$ cat src/hdl/htd_pkg.sv
// Shared constants, codes and types for the Huffman table decoder.
// No dependencies; imported by the top level.
`timescale 1ns / 1ps

package htd_pkg;

   localparam int TABLE_DEPTH  = 128;
   localparam int MAX_CODE_LEN = 16;

   localparam int SYM_W   = 8;
   localparam int CODE_W  = 16;
   localparam int ELEN_W  = 5;
   localparam int EIDX_W  = 7;
   localparam int BYTE_W  = 8;
   localparam int CNT_W   = 4;

   localparam int IDX_W   = $clog2(TABLE_DEPTH);
   localparam int ACC_W   = MAX_CODE_LEN;
   localparam int LEN_W   = $clog2(MAX_CODE_LEN + 1);
   localparam int CMP_W   = (ACC_W > CODE_W) ? ACC_W : CODE_W;
   localparam int LCMP_W  = (LEN_W > ELEN_W) ? LEN_W : ELEN_W;
   localparam int ENTRY_W = SYM_W + CODE_W + ELEN_W;

   localparam logic [CNT_W-1:0] BYTE_BITS = CNT_W'(BYTE_W);

   localparam logic KIND_LOAD = 1'b0;
   localparam logic KIND_DATA = 1'b1;

   typedef enum logic [2:0] {
      ST_IDLE,
      ST_BIT,
      ST_SCAN,
      ST_PUSH,
      ST_FINISH
   } state_type;

   typedef struct packed {
      logic [SYM_W-1:0] symbol;
      logic             bad_code;
   } result_type;

endpackage

$ cat src/hdl/htd_ram.sv
// Generic single-write, single-read RAM with registered read data.
// No dependencies.
`timescale 1ns / 1ps

module htd_ram #(
   parameter int WIDTH = 8,
   parameter int DEPTH = 16
) (
   input  logic                     clock,
   input  logic                     wr_en,
   input  logic [$clog2(DEPTH)-1:0] wr_addr,
   input  logic [WIDTH-1:0]         wr_data,
   input  logic [$clog2(DEPTH)-1:0] rd_addr,
   output logic [WIDTH-1:0]         rd_data
);

   logic [WIDTH-1:0] mem [DEPTH];
   logic [WIDTH-1:0] rd_data_ff;

   always_ff @(posedge clock) begin
      if (wr_en) begin
         mem[wr_addr] <= wr_data;
      end
      rd_data_ff <= mem[rd_addr];
   end

   assign rd_data = rd_data_ff;

endmodule

$ cat src/hdl/huffman_table_decoder_unit.sv
// Huffman table decoder top level: request sequencer, code accumulator and table scan.
// Depends on htd_pkg and htd_ram.
`timescale 1ns / 1ps

// A load request writes one table slot. A data request shifts its valid bits in
// one at a time; after each bit one compare unit walks the table in index order,
// one slot per cycle from the table RAM, and stops at the first valid slot whose
// length and code equal the accumulated code. Each bit passes through a shift
// state (ST_BIT) and the scan (ST_SCAN); a bit that ends a code, or a miss once
// the code has reached MAX_CODE_LEN, queues a result in ST_PUSH, and the request
// closes in ST_FINISH. An output stall can hold ST_PUSH and ST_FINISH. req_stall
// stays high until a data request is done; a load request leaves it low. The
// last result of a request is held back until the request ends so that run_last
// can be marked on it; the request that follows is taken while that result still
// waits in the output register.
module huffman_table_decoder_unit
   import htd_pkg::*;
(
   input  logic                 clock,
   input  logic                 reset,

   input  logic                 req_valid,
   output logic                 req_stall,
   input  logic                 req_kind,
   input  logic [EIDX_W-1:0]    req_entry_index,
   input  logic [SYM_W-1:0]     req_entry_symbol,
   input  logic [CODE_W-1:0]    req_entry_code,
   input  logic [ELEN_W-1:0]    req_entry_length,
   input  logic [BYTE_W-1:0]    req_data_byte,
   input  logic [CNT_W-1:0]     req_bit_count,
   input  logic                 req_end_of_message,

   output logic                 rsp_valid,
   input  logic                 rsp_stall,
   output logic [SYM_W-1:0]     rsp_symbol,
   output logic                 rsp_bad_code,
   output logic                 rsp_run_last
);

   state_type state_ff, state_in;

   logic [TABLE_DEPTH-1:0] valid_ff, valid_in;
   logic [ACC_W-1:0]       accum_ff, accum_in;
   logic [LEN_W-1:0]       accum_len_ff, accum_len_in;

   logic [BYTE_W-1:0]      byte_ff, byte_in;
   logic [CNT_W-1:0]       bits_left_ff, bits_left_in;
   logic                   eom_ff, eom_in;

   logic [IDX_W-1:0]       scan_idx_ff, scan_idx_in;
   logic                   issue_done_ff, issue_done_in;
   logic                   rd_live_ff, rd_live_in;
   logic                   rd_last_ff, rd_last_in;
   logic                   rd_vbit_ff, rd_vbit_in;

   result_type             res_ff, res_in;
   result_type             pend_ff, pend_in;
   logic                   pend_valid_ff, pend_valid_in;

   logic                   rsp_valid_ff, rsp_valid_in;
   result_type             rsp_res_ff, rsp_res_in;
   logic                   rsp_last_ff, rsp_last_in;

   logic                   load_req;
   logic                   data_req;
   logic                   wr_en;
   logic [IDX_W-1:0]       wr_addr;
   logic [ENTRY_W-1:0]     wr_data;
   logic [ENTRY_W-1:0]     rd_data;

   logic [SYM_W-1:0]       rd_symbol;
   logic [CODE_W-1:0]      rd_code;
   logic [ELEN_W-1:0]      rd_length;

   logic                   hit;
   logic                   miss_end;
   logic                   too_long;
   logic                   out_free;

   assign load_req = (state_ff == ST_IDLE) && req_valid && (req_kind == KIND_LOAD);
   assign data_req = (state_ff == ST_IDLE) && req_valid && (req_kind == KIND_DATA);

   // slots beyond the table are dropped
   assign wr_en   = load_req && (int'(req_entry_index) < TABLE_DEPTH);
   assign wr_addr = IDX_W'(req_entry_index);
   assign wr_data = {req_entry_symbol, req_entry_code, req_entry_length};

   htd_ram #(
      .WIDTH (ENTRY_W),
      .DEPTH (TABLE_DEPTH)
   ) u_table (
      .clock   (clock),
      .wr_en   (wr_en),
      .wr_addr (wr_addr),
      .wr_data (wr_data),
      .rd_addr (scan_idx_ff),
      .rd_data (rd_data)
   );

   assign {rd_symbol, rd_code, rd_length} = rd_data;

   // shared compare unit: one slot against the accumulated code
   assign hit = rd_live_ff && rd_vbit_ff
                && (LCMP_W'(rd_length) == LCMP_W'(accum_len_ff))
                && (CMP_W'(rd_code) == CMP_W'(accum_ff));
   assign miss_end = rd_live_ff && rd_last_ff && !hit;
   assign too_long = accum_len_ff >= LEN_W'(MAX_CODE_LEN);
   assign out_free = !rsp_valid_ff || !rsp_stall;

   // next state
   always_comb begin
      state_in = state_ff;
      case (state_ff)
         ST_IDLE: begin
            if (data_req) begin
               state_in = ST_BIT;
            end
         end
         ST_BIT: begin
            if (bits_left_ff == '0) begin
               state_in = ST_FINISH;
            end else begin
               state_in = ST_SCAN;
            end
         end
         ST_SCAN: begin
            if (hit || (miss_end && too_long)) begin
               state_in = ST_PUSH;
            end else if (miss_end) begin
               state_in = ST_BIT;
            end
         end
         ST_PUSH: begin
            if (!pend_valid_ff || out_free) begin
               state_in = ST_BIT;
            end
         end
         ST_FINISH: begin
            if (!pend_valid_ff || out_free) begin
               state_in = ST_IDLE;
            end
         end
         default: state_in = ST_IDLE;
      endcase
   end

   // datapath and outputs
   always_comb begin
      valid_in      = valid_ff;
      accum_in      = accum_ff;
      accum_len_in  = accum_len_ff;
      byte_in       = byte_ff;
      bits_left_in  = bits_left_ff;
      eom_in        = eom_ff;
      scan_idx_in   = scan_idx_ff;
      issue_done_in = issue_done_ff;
      rd_live_in    = 1'b0;
      rd_last_in    = rd_last_ff;
      rd_vbit_in    = rd_vbit_ff;
      res_in        = res_ff;
      pend_in       = pend_ff;
      pend_valid_in = pend_valid_ff;
      rsp_res_in    = rsp_res_ff;
      rsp_last_in   = rsp_last_ff;
      rsp_valid_in  = rsp_valid_ff && rsp_stall;

      if (wr_en) begin
         valid_in[wr_addr] = 1'b1;
      end

      case (state_ff)
         ST_IDLE: begin
            if (data_req) begin
               byte_in      = req_data_byte;
               bits_left_in = (req_bit_count > BYTE_BITS) ? BYTE_BITS : req_bit_count;
               eom_in       = req_end_of_message;
            end
         end
         ST_BIT: begin
            if (bits_left_ff != '0) begin
               accum_in      = {accum_ff[ACC_W-2:0], byte_ff[BYTE_W-1]};
               accum_len_in  = LEN_W'(accum_len_ff + 1'b1);
               byte_in       = {byte_ff[BYTE_W-2:0], 1'b0};
               bits_left_in  = CNT_W'(bits_left_ff - 1'b1);
               scan_idx_in   = '0;
               issue_done_in = 1'b0;
            end
         end
         ST_SCAN: begin
            if (hit) begin
               res_in.symbol   = rd_symbol;
               res_in.bad_code = 1'b0;
               accum_in        = '0;
               accum_len_in    = '0;
            end else if (miss_end && too_long) begin
               res_in.symbol   = '0;
               res_in.bad_code = 1'b1;
               accum_in        = '0;
               accum_len_in    = '0;
            end else if (!issue_done_ff) begin
               // advance the read address one slot a cycle
               rd_live_in = 1'b1;
               rd_last_in = (scan_idx_ff == IDX_W'(TABLE_DEPTH - 1));
               rd_vbit_in = valid_ff[scan_idx_ff];
               if (scan_idx_ff == IDX_W'(TABLE_DEPTH - 1)) begin
                  issue_done_in = 1'b1;
               end else begin
                  scan_idx_in = IDX_W'(scan_idx_ff + 1'b1);
               end
            end
         end
         ST_PUSH: begin
            if (!pend_valid_ff) begin
               pend_in       = res_ff;
               pend_valid_in = 1'b1;
            end else if (out_free) begin
               rsp_res_in   = pend_ff;
               rsp_last_in  = 1'b0;
               rsp_valid_in = 1'b1;
               pend_in      = res_ff;
            end
         end
         ST_FINISH: begin
            if (!pend_valid_ff || out_free) begin
               if (pend_valid_ff) begin
                  rsp_res_in    = pend_ff;
                  rsp_last_in   = 1'b1;
                  rsp_valid_in  = 1'b1;
                  pend_valid_in = 1'b0;
               end
               // drop the partial code at end of message
               if (eom_ff) begin
                  accum_in     = '0;
                  accum_len_in = '0;
               end
            end
         end
         default: ;
      endcase
   end

   always_ff @(posedge clock) begin
      if (reset) begin
         state_ff      <= ST_IDLE;
         valid_ff      <= '0;
         accum_ff      <= '0;
         accum_len_ff  <= '0;
         rd_live_ff    <= 1'b0;
         pend_valid_ff <= 1'b0;
         rsp_valid_ff  <= 1'b0;
      end else begin
         state_ff      <= state_in;
         valid_ff      <= valid_in;
         accum_ff      <= accum_in;
         accum_len_ff  <= accum_len_in;
         rd_live_ff    <= rd_live_in;
         pend_valid_ff <= pend_valid_in;
         rsp_valid_ff  <= rsp_valid_in;
      end
   end

   always_ff @(posedge clock) begin
      byte_ff       <= byte_in;
      bits_left_ff  <= bits_left_in;
      eom_ff        <= eom_in;
      scan_idx_ff   <= scan_idx_in;
      issue_done_ff <= issue_done_in;
      rd_last_ff    <= rd_last_in;
      rd_vbit_ff    <= rd_vbit_in;
      res_ff        <= res_in;
      pend_ff       <= pend_in;
      rsp_res_ff    <= rsp_res_in;
      rsp_last_ff   <= rsp_last_in;
   end

   assign req_stall    = (state_ff != ST_IDLE);
   assign rsp_valid    = rsp_valid_ff;
   assign rsp_symbol   = rsp_res_ff.symbol;
   assign rsp_bad_code = rsp_res_ff.bad_code;
   assign rsp_run_last = rsp_last_ff;

endmodule
$ cat config.mk
export PLATFORM = sky130hd
export DESIGN_NAME = huffman_table_decoder_unit
export DESIGN_NICKNAME = d
export VERILOG_FILES = /design/src/hdl/htd_pkg.sv /design/src/hdl/htd_ram.sv /design/src/hdl/huffman_table_decoder_unit.sv
export SDC_FILE = /design/constraint.sdc
export NUM_CORES = 2
export LEC_CHECK = 0
export BUFFER_PORTS_ARGS = -buffer_cell sky130_fd_sc_hd__buf_2
export CORE_ASPECT_RATIO = 0.5
export CORE_UTILIZATION = 55
export CTS_CLUSTER_SIZE = 24
export DETAILED_ROUTE_END_ITERATION = 6
export PLACE_DENSITY = 0.73
export SYNTH_ARGS = -nofsm -noshare
export SYNTH_HDL_FRONTEND = slang
export SYNTH_SLANG_ARGS = --single-unit
$ cat constraint.sdc
create_clock -name clock -period 3.1 [get_ports clock]
set_input_delay 0.465 -clock clock [delete_from_list [all_inputs] [get_ports clock]]
set_output_delay 0.465 -clock clock [all_outputs]
set_load 0.02 [all_outputs]
==> results.tsv <==
stage	metric	value	unit
worst_setup_path	r2r_cells	10	
route	met3WireLength	67100	µm
cells_and_area	mostFrequentLayoutCells	3763 x edfxtp_1, 820 x mux4_2, 533 x buf_4	
status	violations	negative setup slack	
place	dp_hpwl	253000	µm
hold_path	min_to	u_table.mem[72][7]	
die	die_h	372	µm
yosys	netlist_area	150000	µm²
clock_network	cts_max_path_buffers	4	
grt	grt_overflow_total	0	
cells_and_area	multiInputGateArea	33100	µm²
cells_and_area	area_delta_synth_final	16.3	%
sta	fmax	0.317	GHz
grt	grt_max_degree	129	
place	placed_area	163000	µm²
grt	grt_pass1_vias	77200	
route	m1WireLength	156000	µm
route	vias	80600	
place	place.gp.congestion	0.925	
yosys	async_flop_share	0	%
sta	grt_setup_unrepaired	true	
worst_setup_path	regToRegSetupSlack	-0.05	ns
clock_network	root_buffer	clkbuf_16	
worst_setup_path	crit_family	simple AND/OR/NAND/NOR gates	
worst_setup_path	r2r_end	u_table.rd_data[25]	
route	routed_via_density	6.83	
die	initial_core_util	55.4	%
yosys	synthesis.instances	7099	
clock_network	clock_sinks	3947	
power	p_leak	0.0557	µW
route	dr_wl_met2	188000	µm
sta	setup_viol	6	
power	p_per_area	723	nW/µm²
yosys	synthFlopType	edfxtp_1	
cells_and_area	seq_area	117000	µm²
yosys	synth_edf_count	3763	
cells_and_area	layout_commonest_cell	edfxtp_1	
worst_setup_path	crit_buf_inv	4	
flow_run	maxCapViolCount	0	
die	dieArea	276000	µm²
clock_network	htree_levels	5	
power	pwr-share-seq	46.7	%
sta	finalCritPeriodShare	102	%
worst_setup_path	arrival	3.91	ns
power	vdd_drop_max	0.522	mV
worst_setup_path	crit_required	3.85	ns
cells_and_area	drive_above_1_share	29.3	%
worst_setup_path	cp_slowest_cell	nand2_1	
worst_setup_path	critPathKind	reg2reg	
die	coreArea	271000	µm²
yosys	syn_area_per_cell	21.2	µm²
route	antenna_left	0	
clock_network	clk_pin_slew	0.07	ns
yosys	yosysSeqAreaShare	77.6	%
place	io_buffers	65	
sta	skew	0.0669	ns
worst_setup_path	r2r_start	scan_idx_ff[4]	
sta	maxSlewViolCount	0	
worst_setup_path	cp_max_fo	24	
clock_network	cts_tree	done	
die	die_w	742	µm
yosys	synth-seq-cells	3947	
power	p_total	127000	µW
die	io-pin-count	66	
power	clock_power_share	33.6	%
yosys	netlist-cell-type-count	69	
yosys	yosysWarnings	0	
worst_setup_path	critPathLaunchType	flip-flop	
sta	finalHoldViolCount	0	
cells_and_area	final_area	175000	µm²
clock_network	clk_latency	0.92	ns
hold_path	whs_path_depth	1	
hold_path	worstHoldStart	req_entry_code[2]	
hold_path	hold_path.class	in2reg	
cells_and_area	nets	7949	
worst_setup_path	worstPathCellList	buf_12 > buf_4 > and2_1 > nand2_1 > nor2_1 > nor3_1 > buf_4 > nor3_1 > buf_4 > a211oi_1	
sta	layout_min_cycle_time	3.15	ns
power	switching_power	34100	µW
route	top_layer_used	met5	
power	p_sw_share	27.0	%
power	comb_power_share	19.7	%
sta	worst_hold_slack	0.0490	ns
yosys	synth_nets	7156	
worst_setup_path	slowest_delay	0.46	ns
cells_and_area	final.fill_count	17000	
grt	grtUsageTotal	30.2	%
grt	grt_pass1_wl	584000	µm
sta	max_slew_margin	12.3	%
sta	worstMarginPinSlew	1.32	ns
worst_setup_path	critPathCaptureType	flip-flop	
worst_setup_path	path_common_cell	buf_4	
die	placementRows	135	
route	drc	0	
route	wl_per_cell	36.0	µm
route	drtIter0Drc	13600	
sta	setup_ws	-0.0539	ns
clock_network	cts_made_buffers	338	
status	outcome	complete, but fails checks	
power	p_int	92400	µW
grt	antenna_found_initial	36	
route	wl	425000	µm
route	drtPass1Iterations	6	
[power groups by stage]
stage          logic, µW  registers [µW]  clock network (µW)
2_1_floorplan      12600           60000                   0
3_3_place_gp       22800           60200                   0
3_5_place_dp       23000           60200                   0
4_1_cts            23700           59100               42500
5_1_grt            25600           59000               44500
6_report           24900           59100               42500
[how the worst max path moves through the flow]
stage,from,to,slack (ns),depth (start not counted)
6_report,scan_idx_ff[4],u_table.rd_data[25],-0.05,10
5_1_grt,scan_idx_ff[0],u_table.rd_data[15],-0.12,10
4_1_cts,scan_idx_ff[0],u_table.rd_data[7],0.0004,10
3_5_place_dp,scan_idx_ff[0],u_table.rd_data[24],-0.78,8
3_3_place_gp,scan_idx_ff[0],u_table.rd_data[24],-0.76,8
2_1_floorplan,state_ff[0],u_table.mem[100][0],-0.32,6
[metrics by stage]
step / setup TNS (ns) / worst slack (ns) / instances / utilization, %
after floorplan: -764.00 / -0.320 / 7099 / -
after global placement: -4.05 / -0.758 / 11100 / 60.0
after detailed placement: -4.90 / -0.775 / 11100 / 60.0
after CTS: 0 / 0.000398 / 11800 / 64.2
after global routing: -0.524 / -0.123 / 11800 / 64.4
final: -0.188 / -0.0539 / 11800 / 64.5
[what timing repair did]
| action | in CTS | in global routing |
|---|---|---|
| endpoints found under the hold margin | 47 | 0 |
| gates cloned | 4 | 1 |
| pin swaps | 8 | 20 |
| setup endpoints to repair | 18 | 28 |
| gates resized for setup | 56 | 82 |
| hold buffers | 23 | 0 |
| buffers inserted | 9 | 28 |
[metal layers]
| layer | GRT usage, % | vias to the layer above |
|---|---|---|
| met5 | 0 | - |
| met4 | 9.16 | 22 |
| met3 | 10.6 | 802 |
| met2 | 44.1 | 6347 |
| met1 | 43.5 | 42100 |
| li1 | - | 31300 |
[cell type report]
| class | count | area share (%) |
|---|---|---|
| Antenna cell | 15 | 0.0215 |
| Inverter | 7 | 0.0207 |
| Clock inverter | 160 | 0.920 |
| Sequential cell | 3947 | 66.7 |
| Timing Repair Buffer | 858 | 5.57 |
| Tap cell | 3630 | 2.60 |
| Clock buffer | 443 | 5.24 |
| Multi-Input combinational cell | 2740 | 18.9 |
[registers in the layout, summed over array words and instances, names as in the netlist]
name,cells
rsp_symbol,8
accum_len_ff,5
rsp_valid,1
accum_ff,16
valid_ff,128
u_table.mem,3712
res_ff,9
pend_ff,9
state_ff,3
rd_last_ff,1
scan_idx_ff,7
u_table.rd_data,29
byte_ff,8
rd_live_ff,1
bits_left_ff,4
pend_valid_ff,1
issue_done_ff,1
eom_ff,1
rd_vbit_ff,1
rsp_bad_code,1
rsp_run_last,1
[logic make-up (layout without fill, tap and decap cells)]
logic type	count (synthesis)	in the layout	synth area share [%]
flops	3947	3947	77.6
mux	1206	1206	14.9
compound gates	821	821	3.83
simple gates	681	682	2.07
buf+inv	413	1468	1.47
xor+xnor	28	28	0.163
fa+ha+maj	3	3	0.0250
other cells	0	15	0
[cell usage after synthesis (all sizes together), types with 55 or more instances]
library cell	n	area [µm²]
nand3	62	310
a21oi	105	526
nor2	287	1080
dfxtp	184	3680
o22ai	65	407
nand2	158	593
o21ai	75	375
mux2i	351	3510
clkbuf	144	542
o211ai	55	413
edfxtp	3763	113000
o21a	99	743
buf	262	1640
mux4	820	18500
a22oi	245	1840
Note: power is estimated with default switching activity, not from simulation.
